### src/hw/rtl/two_channel_poly_tone_generator_core_macros.svh
// Assertion macros for the two-channel poly tone generator core.
// Included by the RTL files that carry assertions; no other dependencies.
`ifndef TWO_CHANNEL_POLY_TONE_GENERATOR_CORE_MACROS_SVH
`define TWO_CHANNEL_POLY_TONE_GENERATOR_CORE_MACROS_SVH
`ifndef SYNTHESIS
`define TCPTG_ASSERT(label, clk, rst_n, prop) \
    label: assert property (@(posedge clk) disable iff (!rst_n) prop) \
        else $error("tcptg assertion failed");
`define TCPTG_ASSERT_ALWAYS(label, clk, prop) \
    label: assert property (@(posedge clk) prop) \
        else $error("tcptg assertion failed");
`else
`define TCPTG_ASSERT(label, clk, rst_n, prop)
`define TCPTG_ASSERT_ALWAYS(label, clk, prop)
`endif
`endif

### src/hw/rtl/tcptg_pkg.sv
// Package for the two-channel poly tone generator core: channel state type,
// codes and waveform tables. No dependencies.
`default_nettype none

package tcptg_pkg;

    localparam int NumChannels = 2;

    // Operation codes.
    localparam logic OP_TICK  = 1'b0;
    localparam logic OP_WRITE = 1'b1;

    // Register address bits [2:1] select the register kind, bit 0 the channel.
    localparam logic [1:0] KIND_CTRL = 2'd0;
    localparam logic [1:0] KIND_FREQ = 2'd1;
    localparam logic [1:0] KIND_VOL  = 2'd2;

    // Smoothing modes.
    localparam logic [1:0] SMOOTH_RAW  = 2'd0;
    localparam logic [1:0] SMOOTH_PAIR = 2'd1;

    localparam logic [7:0] PAUSE_SAMPLE = 8'h80;

    // Control modes.
    localparam logic [3:0] MODE_HOLD      = 4'd0;
    localparam logic [3:0] MODE_POLY4     = 4'd1;
    localparam logic [3:0] MODE_D31_P4    = 4'd2;
    localparam logic [3:0] MODE_P5_P4     = 4'd3;
    localparam logic [3:0] MODE_TOG_A     = 4'd4;
    localparam logic [3:0] MODE_TOG_B     = 4'd5;
    localparam logic [3:0] MODE_D31_TOG_A = 4'd6;
    localparam logic [3:0] MODE_POLY5_A   = 4'd7;
    localparam logic [3:0] MODE_POLY9     = 4'd8;
    localparam logic [3:0] MODE_POLY5_B   = 4'd9;
    localparam logic [3:0] MODE_D31_TOG_B = 4'd10;
    localparam logic [3:0] MODE_P5_SET    = 4'd11;
    localparam logic [3:0] MODE_D6_A      = 4'd12;
    localparam logic [3:0] MODE_D6_B      = 4'd13;
    localparam logic [3:0] MODE_D31_D6    = 4'd14;
    localparam logic [3:0] MODE_P5_D6     = 4'd15;

    // Waveform tables, bit i holds step i.
    localparam logic [14:0] TAB_P4  = 15'b111_0000_1010_0110;
    localparam logic [30:0] TAB_P5  = 31'b1100_1011_0111_1010_1000_1001_1100_000;
    localparam logic [30:0] TAB_P5T = 31'b0101_1101_1000_1111_1001_1010_0100_001;
    localparam logic [30:0] TAB_D31 = 31'h0008_0002;
    localparam logic [5:0]  TAB_D6  = 6'b010010;

    localparam logic [3:0] P4_LAST = 4'd14;
    localparam logic [4:0] P5_LAST = 5'd30;
    localparam logic [2:0] D6_LAST = 3'd5;

    typedef struct packed {
        logic [3:0] control;
        logic [4:0] freq;
        logic [3:0] volume;
        logic [6:0] out_level;
        logic [5:0] div_count;
        logic [5:0] div_reload;
        logic [3:0] poly4_pos;
        logic [4:0] poly5_pos;
        logic [2:0] div6_pos;
        logic [8:0] poly9_shift;
    } t_chan_state;

    localparam t_chan_state CHAN_RESET = '{poly9_shift: 9'd1, default: '0};

endpackage

`default_nettype wire

### src/hw/rtl/two_channel_poly_tone_generator_core.sv
// Two-channel poly tone generator core: register writes and sample ticks in,
// mixed 8-bit samples out. Depends on tcptg_pkg and the assertion macro header.
//
// Each input transaction is either a register write or a sample tick. A tick
// yields exactly one 8-bit sample; a write yields none. One transaction is
// taken every clock cycle unless o_stall is raised. A tick passes through the
// input register and then the result register, with both channels' divider,
// waveform and mixing logic between them. The input register holds a tick
// while the output side stalls; a write is not held there, so writes keep
// flowing behind a waiting sample. The smoothing mode may be written only
// while no transaction is in flight.
`default_nettype none
`include "two_channel_poly_tone_generator_core_macros.svh"

module two_channel_poly_tone_generator_core
    import tcptg_pkg::*;
(
    input  wire logic       i_clk,
    input  wire logic       i_rst_n,
    input  wire logic       i_smoothing_mode_we,
    input  wire logic [1:0] i_smoothing_mode,
    input  wire logic       i_valid,
    output logic            o_stall,
    input  wire logic       i_operation,
    input  wire logic [2:0] i_reg_address,
    input  wire logic [7:0] i_write_data,
    input  wire logic       i_paused,
    output logic            o_valid,
    input  wire logic       i_stall,
    output logic [7:0]      o_sample
);

    logic [1:0]  r_smooth;
    logic        r_in_valid;
    logic        r_in_op;
    logic [2:0]  r_in_addr;
    logic [7:0]  r_in_data;
    logic        r_in_paused;
    logic        r_out_valid;
    logic [7:0]  r_out_sample;
    logic [7:0]  r_last;
    t_chan_state r_ch [NumChannels];

    t_chan_state n_ch [NumChannels];
    logic [7:0]  n_last;
    logic [7:0]  n_sample;

    logic out_free;
    logic process;
    logic accept;

    assign out_free = !r_out_valid || !i_stall;
    assign process  = r_in_valid && ((r_in_op == OP_WRITE) || out_free);
    assign o_stall  = r_in_valid && !process;
    assign accept   = i_valid && !o_stall;
    assign o_valid  = r_out_valid;
    assign o_sample = r_out_sample;

    always_comb begin
        t_chan_state ch;
        logic [5:0]  nv;
        logic [6:0]  vol7;
        logic [7:0]  mix;
        logic [8:0]  acc;
        logic        d31_hit;
        logic        p5t_hit;
        n_ch     = r_ch;
        n_last   = r_last;
        n_sample = '0;
        mix      = '0;
        acc      = '0;
        for (int c = 0; c < NumChannels; c++) begin
            ch      = r_ch[c];
            nv      = '0;
            vol7    = '0;
            d31_hit = 1'b0;
            p5t_hit = 1'b0;
            if (process && r_in_op == OP_WRITE) begin
                if (r_in_addr[0] == 1'(c) && r_in_addr[2:1] != 2'd3) begin
                    case (r_in_addr[2:1])
                        KIND_CTRL: ch.control = r_in_data[3:0];
                        KIND_FREQ: ch.freq    = r_in_data[4:0];
                        KIND_VOL:  ch.volume  = r_in_data[3:0];
                        default:   ch.control = r_ch[c].control;
                    endcase
                    if (ch.control == MODE_HOLD) begin
                        nv           = '0;
                        ch.out_level = {ch.volume, 3'b000};
                    end else begin
                        nv = {1'b0, ch.freq} + 6'd1;
                    end
                    if (nv != ch.div_reload) begin
                        ch.div_reload = nv;
                        if (ch.div_count == '0 || nv == '0) begin
                            ch.div_count = nv;
                        end
                    end
                end
            end else if (process && ch.div_count != '0) begin
                if (ch.div_count != 6'd1) begin
                    ch.div_count = ch.div_count - 6'd1;
                end else begin
                    ch.div_count = ch.div_reload;
                    ch.poly5_pos = (ch.poly5_pos == P5_LAST) ? 5'd0 : ch.poly5_pos + 5'd1;
                    vol7    = {ch.volume, 3'b000};
                    d31_hit = TAB_D31[ch.poly5_pos];
                    p5t_hit = TAB_P5T[ch.poly5_pos];
                    case (ch.control) inside
                        MODE_POLY4, MODE_D31_P4, MODE_P5_P4: begin
                            if (ch.control == MODE_POLY4
                                || (ch.control == MODE_D31_P4 && d31_hit)
                                || (ch.control == MODE_P5_P4 && p5t_hit)) begin
                                ch.poly4_pos = (ch.poly4_pos == P4_LAST) ? 4'd0
                                             : ch.poly4_pos + 4'd1;
                                ch.out_level = TAB_P4[ch.poly4_pos] ? vol7 : 7'd0;
                            end
                        end
                        MODE_TOG_A, MODE_TOG_B: begin
                            ch.out_level = (ch.out_level == '0) ? vol7 : 7'd0;
                        end
                        MODE_D31_TOG_A, MODE_D31_TOG_B: begin
                            if (d31_hit) begin
                                ch.out_level = (ch.out_level == '0) ? vol7 : 7'd0;
                            end
                        end
                        MODE_POLY5_A, MODE_POLY5_B: begin
                            ch.out_level = TAB_P5[ch.poly5_pos] ? vol7 : 7'd0;
                        end
                        MODE_POLY9: begin
                            ch.poly9_shift = {ch.poly9_shift[0] ^ ch.poly9_shift[4],
                                              ch.poly9_shift[8:1]};
                            ch.out_level = ch.poly9_shift[0] ? vol7 : 7'd0;
                        end
                        MODE_P5_SET: begin
                            if (TAB_P5[ch.poly5_pos]) begin
                                ch.out_level = vol7;
                            end
                        end
                        MODE_D6_A, MODE_D6_B, MODE_D31_D6, MODE_P5_D6: begin
                            if (ch.control == MODE_D6_A || ch.control == MODE_D6_B
                                || (ch.control == MODE_D31_D6 && d31_hit)
                                || (ch.control == MODE_P5_D6 && p5t_hit)) begin
                                ch.div6_pos = (ch.div6_pos == D6_LAST) ? 3'd0
                                            : ch.div6_pos + 3'd1;
                                if (TAB_D6[ch.div6_pos]) begin
                                    ch.out_level = (ch.out_level == '0) ? vol7 : 7'd0;
                                end
                            end
                        end
                        default: ch.out_level = ch.out_level;
                    endcase
                end
            end
            n_ch[c] = ch;
        end
        mix = {1'b0, n_ch[0].out_level} + {1'b0, n_ch[1].out_level};
        if (r_in_paused) begin
            mix = PAUSE_SAMPLE;
        end
        n_sample = mix;
        if (process && r_in_op == OP_TICK && r_smooth != SMOOTH_RAW) begin
            acc      = {1'b0, r_last} + {1'b0, mix};
            n_sample = acc[8:1];
            n_last   = (r_smooth == SMOOTH_PAIR) ? mix : acc[8:1];
        end
    end

    always_ff @(posedge i_clk) begin
        if (!i_rst_n) begin
            r_smooth    <= SMOOTH_RAW;
            r_in_valid  <= 1'b0;
            r_out_valid <= 1'b0;
            r_last      <= '0;
            for (int c = 0; c < NumChannels; c++) begin
                r_ch[c] <= CHAN_RESET;
            end
        end else begin
            if (i_smoothing_mode_we) begin
                r_smooth <= i_smoothing_mode;
            end
            if (accept) begin
                r_in_valid <= 1'b1;
            end else if (process) begin
                r_in_valid <= 1'b0;
            end
            if (out_free) begin
                r_out_valid <= process && (r_in_op == OP_TICK);
            end
            r_ch   <= n_ch;
            r_last <= n_last;
        end
    end

    always_ff @(posedge i_clk) begin
        if (accept) begin
            r_in_op     <= i_operation;
            r_in_addr   <= i_reg_address;
            r_in_data   <= i_write_data;
            r_in_paused <= i_paused;
        end
        if (process && r_in_op == OP_TICK) begin
            r_out_sample <= n_sample;
        end
    end

    `TCPTG_ASSERT(a_write_never_stalls, i_clk, i_rst_n,
        (r_in_valid && r_in_op == OP_WRITE) |-> !o_stall)
    `TCPTG_ASSERT(a_tick_yields_sample, i_clk, i_rst_n,
        (process && r_in_op == OP_TICK) |=> o_valid)
    `TCPTG_ASSERT(a_paused_raw_is_mid, i_clk, i_rst_n,
        (process && r_in_op == OP_TICK && r_in_paused && r_smooth == SMOOTH_RAW)
            |=> (o_sample == PAUSE_SAMPLE))
    `TCPTG_ASSERT(a_halted_ch0_holds, i_clk, i_rst_n,
        (process && r_in_op == OP_TICK && r_ch[0].div_count == '0)
            |=> $stable(r_ch[0].out_level))
    `TCPTG_ASSERT(a_no_sample_from_write, i_clk, i_rst_n,
        (process && r_in_op == OP_WRITE && !r_out_valid) |=> !o_valid)

endmodule

`default_nettype wire
### config.mk
export PLATFORM = sky130hd
export DESIGN_NAME = two_channel_poly_tone_generator_core
export DESIGN_NICKNAME = d
export VERILOG_FILES = /design/src/hw/rtl/tcptg_pkg.sv /design/src/hw/rtl/two_channel_poly_tone_generator_core.sv
export VERILOG_INCLUDE_DIRS = /design/src /design/src/hw/rtl
export SDC_FILE = /design/constraint.sdc
export NUM_CORES = 1
export LEC_CHECK = 0
export ABC_AREA = 0
export BUFFER_PORTS_ARGS = -buffer_cell sky130_fd_sc_hd__buf_2
export CORE_AREA = 5 5 141 143
export DETAILED_ROUTE_END_ITERATION = 12
export DIE_AREA = 0 0 146 148
export PLACE_DENSITY_LB_ADDON = 0.25
export SLEW_MARGIN = 25
export SYNTH_ARGS = -nofsm -noshare
export SYNTH_HDL_FRONTEND = slang
export SYNTH_SLANG_ARGS = --single-unit
### constraint.sdc
create_clock -name i_clk -period 6.2 [get_ports i_clk]
set_clock_uncertainty 0.2 [all_clocks]
set_input_delay 0.62 -clock i_clk [delete_from_list [all_inputs] [get_ports i_clk]]
set_output_delay 0.62 -clock i_clk [all_outputs]
set_load 0.01 [all_outputs]
==> summary.txt, run 1 <==
Synth
  • Post-synth cell types: 100
  • Syn avg cell area: 7.72 um2
  • Synth Area in Simple Gates: 0.274
  • Adder-Cell Fraction of Synth Area: 0.0381
  • Post-synth EDFFs: 18
  • Post-synth top area share: 0.246
  • Top-count cell post-synth: nand2_1
  • YS warnings: 0
  • Area leader, netlist: dfxtp_1
  • Synth Area in Compound Gates: 0.269
  • Seq/Total Area, Yosys: 0.302
  • Netlist Area Pre-Place: 0.00960 mm2
  • Dominant synthesized flop cell: dfxtp_1
  • Mapped Cells: 1243
  • XOR/XNOR Fraction of Synth Area: 0.0300
  • Most instantiated cells after synthesis: nand2_1, nor2_1, dfxtp_1, a21oi_1, o21ai_0
  • Synth top area cells: dfxtp_1, nand2_1, nor2_1
  • Syn_nets: 1291
  • Main combinational cell family by area after synthesis: simple AND/OR/NAND/NOR gates
  • #FFs+latches synth: 136
  • Mux cell area share after synthesis: 0.0434
  • Asr flop ratio synth: 0

Floorplanning
  • Core area: 0.0185 mm2
  • Chip height: 148 um
  • Num ports: 30
  • Die ar.: 0.0216 mm2
  • Initial Util: 0.520
  • Die X: 146 um
  • Row count: 50

Worst setup path
  • RR Startpoint: r_ch[65]$_SDFFE_PN0P_
  • Critical path's slowest cell: dfxtp_1
  • Worst Path Max Fanout: 10
  • Crit end category: flip-flop
  • Nature of the critical path startpoint: flip-flop
  • Arr. time, crit path: 5850 ps
  • FF-to-FF path depth: 24
  • FF-to-FF setup slack: 330 ps
  • Critical path, cell by cell: inv_1, ha_1, or2_1, a41o_1, nor3_1, o2bb2ai_2, nor3_1, o21ai_0, o2bb2ai_1, a31oi_1, and2_1, ha_1, fa_1, nor2b_1, ha_1, and4b_1, o21a_1, o21a_1, o21ai_0, a21boi_0, o21a_1, nor2_1, xor2_1, o21ai_0
  • Critical setup path kind: flip-flop to flip-flop
  • RR Endpoint: o_sample[6]$_DFFE_PP_
  • CP peak stage delay: 490 ps
  • Critical path required time: 6180 ps

Final layout
  • Share of cells above drive strength 1: 0.107
  • Final nets: 1293
  • Antenna cells: 0
  • Multi-input gate area: 0.00629 mm2
  • Synth-to-layout area growth: 9.37%
  • Fillers: 1759
  • Post-route cell area: 0.0105 mm2
  • FF/Latch Area: 0.00290 mm2

STA
  • Final Hold Fails: 0
  • Setup TNS: 0 ps
  • Worst-Margin Slew: 870 ps
  • Tmin final: 5870 ps
  • Final setup violation count: 0
  • Fmax: 170 MHz
  • Crit share post-route: 0.946
  • Final Max Tran Viols: 0
  • Slew margin rel.: 0.419
  • Hold WS: 155 ps

Clocking
  • Number of H-tree levels: 4
  • CTS buffer count: 17
  • Clk root buf: clkbuf_16
  • Clk sinks: 136
  • CTS tree: built
  • Clock Path Buffers: 2
  • Clock transition at path regs: 70 ps
  • Clk_lat worst skew: 430 ps
  • Post-CTS Setup Bufs: 0

Power and ir drop
  • Worst VDD drop: 210 uV
  • P_leak: 4.02 nW
  • PwrDens: 200 mW/mm2

Hold path
  • Hold Path Cell Cnt: 1
  • HP Class: primary input to flip-flop
  • Hold path endpoint: r_in_data[4]$_DFFE_PP_
  • Min-delay src: i_write_data[4]

Route
  • DRC viols: 0
  • Per-cell routed wire length: 15.9 um
  • Vias: 9127
  • Drt via density: 6.12
  • Initial drt markers: 592
  • Antenna-violating nets left: 0
  • DRT Pass-1 Iters: 6
  • Post-Route WL: 23700 um

Global route
  • First-pass GRT wire length: 40200 um
  • Antenna violations before repair: 1
  • Pin count of the biggest net entering global routing: 72
  • Number of global-route vias before repair: 8461
  • Remaining Overflow, GRT: 0
  • Total global-route track usage: 0.219

Run status
  • Status: finished, final reports clean

Run
  • Max-Cap Viols: 0

Placement
  • Gpl congestion: 0.953
  • DP HPWL: 16800 um
  • Placement-stage cell area: 0.00990 mm2
  • Port buffer count: 26
sequential cells by signal (all words and copies together) (netlist names):
signal       cells
o_sample         8
o_valid          1
r_ch           106
r_in_addr        3
r_in_data        5
r_in_op          1
r_in_paused      1
r_in_valid       1
r_last           8
r_smooth         2
worst max-delay path by stage:
stage                                  endpoint                  start  cells after the start  slack [ps]
after floorplan           o_sample[6]$_DFFE_PP_  r_ch[65]$_SDFFE_PN0P_                     24         800
after global placement    o_sample[6]$_DFFE_PP_  r_ch[65]$_SDFFE_PN0P_                     24         400
after detailed placement  o_sample[6]$_DFFE_PP_  r_ch[65]$_SDFFE_PN0P_                     24         330
after CTS                 o_sample[6]$_DFFE_PP_  r_ch[65]$_SDFFE_PN0P_                     24         310
after global routing      o_sample[6]$_DFFE_PP_  r_ch[65]$_SDFFE_PN0P_                     24         -30
final                     o_sample[6]$_DFFE_PP_  r_ch[65]$_SDFFE_PN0P_                     24         330
area by class of cell:
type,instances,area share
inverter,38,0.0137
tap,234,0.0279
clock buffer,17,0.0405
sequential,136,0.277
timing repair buffer,47,0.0274
multi-input combinational,1005,0.600
clock inverter,15,0.0142
worst max-delay path: cells and delay by family, from the launching register on:
kind                     cells  cell delay, ps
adder cells (fa/ha/maj)      4            1250
AND/OR/NAND/NOR              7            1400
flip-flops                   1             490
buffers and inverters        1             130
XOR/XNOR                     1             140
AO/OA/AOI/OAI               11            2010
power breakdown:
group	switching, W	internal (W)	total (W)	leakage [nW]
clock network	0.000462	0.000537	0.000999	0.284
logic	0.000105	0.0000641	0.000169	2.61
registers	0.0000197	0.000907	0.000927	1.13
metal layers:
metal | share of wire | up-vias | GRT usage
met5 | 0.00055 | - | 0
met4 | 0.017 | 2 | 0.0701
met3 | 0.058 | 35 | 0.0448
met2 | 0.45 | 261 | 0.355
met1 | 0.47 | 4257 | 0.296
li1 | - | 4572 | -
stage by stage:
step	setup slack, ps	utilization	total power, W	instances
CTS	313	0.568	0.00211	1492
global route	-34.0	0.569	0.00218	1492
global placement	400	0.537	0.00111	1460
floorplan	802	-	0.00107	1243
detailed placement	335	0.537	0.00111	1460
finish	333	0.569	0.00209	1492
logic make-up (layout without fill, tap and decap cells):
| logic type | after synthesis | in the layout |
|---|---|---|
| adder cells (fa/ha/maj) | 28 | 28 |
| flip-flops | 136 | 136 |
| buffers and inverters | 102 | 117 |
| AND/OR/NAND/NOR | 529 | 529 |
| multiplexers | 41 | 41 |
| AO/OA/AOI/OAI | 375 | 375 |
| XOR/XNOR | 32 | 32 |
cell usage in the layout (no fill, tap or decap), types with 7 or more instances in the layout:
master     netlist  layout
edfxtp_1        18      18
clkbuf_16        0      17
nand4_1          8       8
nor2b_1         19      19
a31oi_1         19      19
nand2b_1        22      22
xor2_1          13      13
buf_2            7      26
mux2i_1         36      36
and2_1          19      19
nor3_1          37      37
a21o_1          10      10
o31ai_1         12      12
dfxtp_1        118     117
buf_4            1      21
or3_1           11      11
and3_1          16      16
nor3b_1          7       7
ha_1            26      26
a211oi_1        24      24
nor2_1         145     145
a21boi_0         8       8
a21oi_1        107     106
nand3_1         34      34
a21oi_2          7       8
o21ai_1          7       8
inv_1           36      36
o211ai_1        10      10
o21a_1           9       9
or2_1            8       8
o21ai_0         60      59
xnor2_1         18      18
nor4_1          12      12
nand2_1        149     149
a22oi_1          7       7
repair_timing:
item	in CTS	in global routing
hold buffers	0	0
setup endpoints to repair	0	2
resized for setup	0	4
Note: power is estimated with default switching activity, not from simulation.
==> run 2: changes to the inputs <==
--- a/config.mk
+++ b/config.mk
@@ -11,6 +11,7 @@
 export CORE_AREA = 5 5 141 143
 export DETAILED_ROUTE_END_ITERATION = 12
 export DIE_AREA = 0 0 146 148
+export GPL_TIMING_DRIVEN = 0
 export PLACE_DENSITY_LB_ADDON = 0.25
 export SLEW_MARGIN = 25
 export SYNTH_ARGS = -nofsm -noshare
==> run 2 against run 1 <==
Compared with the run above: first-iteration DRC count is 30% higher; highest routed layer is now met4; via count is 3.4% higher; clock power hardly changed; critical path type unchanged; sequential power hardly changed; non-clock buffer count is 52 higher; clock-buffer cell count is 2 higher.
==> summary.txt, run 2 (same netlist as run 1, synthesis figures left out) <==
Power and ir drop
  • Power, Total: 0.00213 W (was 0.00209 W)
  • Worst VDD drop: 226 uV (was 210 uV)
  • P_leak: 4.09 nW (was 4.02 nW)
  • PwrDens: 198 mW/mm2 (was 200 mW/mm2)

Clocking
  • Clk_lat worst skew: 430 ps (about the same)
  • Clk sinks: 136 (unchanged)
  • Number of H-tree levels: 4 (unchanged)
  • Clk root buf: clkbuf_16 (unchanged)
  • CTS buffer count: 17 (unchanged)
  • Clock Path Buffers: 2 (unchanged)
  • Clock transition at path regs: 60 ps (was 70 ps)
  • CTS tree: built (unchanged)
  • Cts-stage hold buffer count: 0 (unchanged)

Hold path
  • HP Class: primary input to flip-flop (unchanged)

Floorplanning
  • Die X: 146 um (unchanged)
  • Die ar.: 0.0216 mm2 (unchanged)
  • Chip height: 148 um (unchanged)
  • Row count: 50 (unchanged)
  • Core area: 0.0185 mm2 (unchanged)
  • Initial Util: 0.520 (unchanged)
  • Num ports: 30 (unchanged)

STA
  • Fmax: 169 MHz (was 170 MHz)
  • Final setup violation count: 0 (unchanged)
  • Hold WS: 163 ps (was 155 ps)
  • Tmin final: 5900 ps (was 5870 ps)
  • Final Max Tran Viols: 0 (unchanged)
  • Slew margin rel.: 0.380 (was 0.419)
  • Crit share post-route: 0.952 (was 0.946)
  • Final Hold Fails: 0 (unchanged)
  • Worst-Margin Slew: 923 ps (was 870 ps)

Global route
  • Number of global-route vias before repair: 8661 (was 8461)
  • First-pass GRT wire length: 43300 um (was 40200 um)
  • Pin count of the biggest net entering global routing: 17 (was 72)
  • Antenna violations before repair: 0 (was 1)
  • Total global-route track usage: 0.242 (was 0.219)
  • Remaining Overflow, GRT: 0 (unchanged)

Worst setup path
  • Critical path required time: 6160 ps (was 6180 ps)
  • CP top delay family: compound AO/OA/AOI/OAI gates (unchanged)
  • Crit path launch: r_ch[66]$_SDFFE_PN0P_ (was r_ch[65]$_SDFFE_PN0P_)
  • Critical path, cell by cell: ha_1, clkbuf_2, nand3b_1, a311o_1, o211ai_1, a21oi_2, a221oi_4, nand2_1, o2bb2ai_1, a31oi_2, and2_1, ha_1, fa_1, nor2b_1, ha_1, and4b_1, o21a_1, o21a_1, o21ai_0, a21boi_0, o21a_1, nor2_1, xor2_1, o21ai_0 (was inv_1, ha_1, or2_1, a41o_1, nor3_1, o2bb2ai_2, nor3_1, o21ai_0, o2bb2ai_1, a31oi_1, and2_1, ha_1, fa_1, nor2b_1, ha_1, and4b_1, o21a_1, o21a_1, o21ai_0, a21boi_0, o21a_1, nor2_1, xor2_1, o21ai_0)
  • RR Endpoint: o_sample[6]$_DFFE_PP_ (unchanged)
  • Critical path endpoint: o_sample[6]$_DFFE_PP_ (unchanged)
  • Nature of the critical path startpoint: flip-flop (unchanged)
  • FF-to-FF setup slack: 300 ps (was 330 ps)
  • Arr. time, crit path: 5870 ps (was 5850 ps)
  • CP peak stage delay: 460 ps (was 490 ps)
  • Crit end category: flip-flop (unchanged)
  • FF-to-FF path depth: 24 (unchanged)
  • Critical setup path kind: flip-flop to flip-flop (unchanged)
  • RR Startpoint: r_ch[66]$_SDFFE_PN0P_ (was r_ch[65]$_SDFFE_PN0P_)
  • Worst Path Max Fanout: 10 (unchanged)
  • Number of cells on the critical path: 24 (unchanged)
  • Critical path's slowest cell: dfxtp_1 (unchanged)
  • WP buf/inv: 1 (unchanged)

Route
  • Post-Route WL: 26600 um (was 23700 um)
  • Drt via density: 6.11 (was 6.12)
  • DRT Pass-1 Iters: 5 (was 6)
  • Antenna-violating nets left: 0 (unchanged)
  • DRC viols: 0 (unchanged)
  • Vias: 9441 (was 9127)
  • Per-cell routed wire length: 17.2 um (was 15.9 um)
  • Initial drt markers: 767 (was 592)

Run
  • Max-Cap Viols: 0 (unchanged)

Final layout
  • Share of cells above drive strength 1: 0.105 (was 0.107)
  • Fillers: 1689 (was 1759)
  • Commonest non-fill, non-tap cell in the layout: nand2_1 (unchanged)
  • Non-Filler Instances: 1544 (was 1492)
  • Post-route cell area: 0.0108 mm2 (was 0.0105 mm2)
  • Most frequent cells in the layout: nand2_1, nor2_1, dfxtp_1, a21oi_1, o21ai_0 (unchanged)
  • Synth-to-layout area growth: 12.2% (was 9.37%)
  • Register with the most flip-flops: r_ch (unchanged)
  • Post-layout util: 0.584 (was 0.569)
  • Antenna cells: 0 (unchanged)
  • Final nets: 1345 (was 1293)
  • Largest register FFs: 106 (unchanged)

Placement
  • Gpl congestion: 0.943 (was 0.953)
  • Placement-stage cell area: 0.0100 mm2 (was 0.00990 mm2)
  • DP HPWL: 19600 um (was 16800 um)
  • Placed Cells: 1503 (was 1460)
  • Port buffer count: 26 (unchanged)

Run status
  • Status: finished, final reports clean (unchanged)
[run 2: cell types whose count changed in the layout (fill, tap and decap cells not counted), moves of 3 or more]
| cell | delta |
|---|---|
| clkbuf_1 | +46 |
| buf_4 | -11 |
| buf_2 | +7 |
| buf_1 | +6 |
| inv_6 | -5 |
| inv_8 | -5 |
| clkinv_4 | +4 |
| buf_6 | +3 |
| clkinvlp_4 | +3 |
[run 2: per-stage QoR]
| stage | setup slack (ps) | setup TNS [ps] |
|---|---|---|
| finish | 298 | 0 |
| floorplan | 802 | 0 |
| detailed placement | -152 | -272 |
| global route | -15.4 | -15.4 |
| global placement | -63.0 | -107 |
| CTS | 33.5 | 0 |
[run 2: routing by layer]
metal	vias to the layer above	wire, um	GRT usage
met1	4429	12000	0.321
met2	294	12400	0.398
met3	45	1710	0.0573
met5	-	0	0
li1	4673	-	-
met4	0	534	0.0673
[run 2: repair_timing]
item,4_1_cts,5_1_grt
gates cloned,0,0
resized for setup,3,15
endpoints found under the hold margin,0,0
pin swaps,1,4
setup endpoints to repair,2,9
setup buffers,2,7
[run 2: where the power goes]
group | total, W | switching (W) | internal, W | leakage (nW)
clock | 0.00102 | 0.000411 | 0.000606 | 0.279
combinational | 0.000188 | 0.000121 | 0.0000671 | 2.69
sequential | 0.000925 | 0.0000165 | 0.000908 | 1.13
total | 0.00213 | 0.000548 | 0.00158 | 4.09
[run 2: worst reg2reg max path, delay by kind of cell, from the launching register on]
family	cells	cell delay, ps
adders and majority gates	4	1080
AOI/OAI and AO/OA	12	2600
DFF	1	460
xor gates and xnor gates	1	140
and+or+nand+nor	6	920
buffers and inverters	1	210
[run 2: cell type report]
class	count	area, um2	area share
buffer	64	278	0.0258
clock buffer	19	443	0.0411
clock inverter	13	146	0.0136
inverter	38	146	0.0136
multi-input combinational	1005	6360	0.591
sequential	136	2910	0.270
tap	234	293	0.0272
timing repair buffer	35	198	0.0184
[run 2: worst min path at each step]
stage | cells past startpoint | slack [ps] | startpoint | end
4_1_cts | 1 | 150 | i_paused | r_in_paused$_DFFE_PP_
5_1_grt | 1 | 140 | i_write_data[1] | r_in_data[1]$_DFFE_PP_
3_5_place_dp | 2 | 250 | r_ch[55]$_SDFFE_PN0P_ | r_ch[54]$_SDFFE_PN0P_
2_1_floorplan | 2 | 230 | r_ch[56]$_SDFFE_PN0P_ | r_ch[55]$_SDFFE_PN0P_
6_report | 1 | 160 | i_reg_address[0] | r_in_addr[0]$_DFFE_PP_
3_3_place_gp | 2 | 240 | r_ch[61]$_SDFFE_PN0P_ | r_ch[60]$_SDFFE_PN0P_
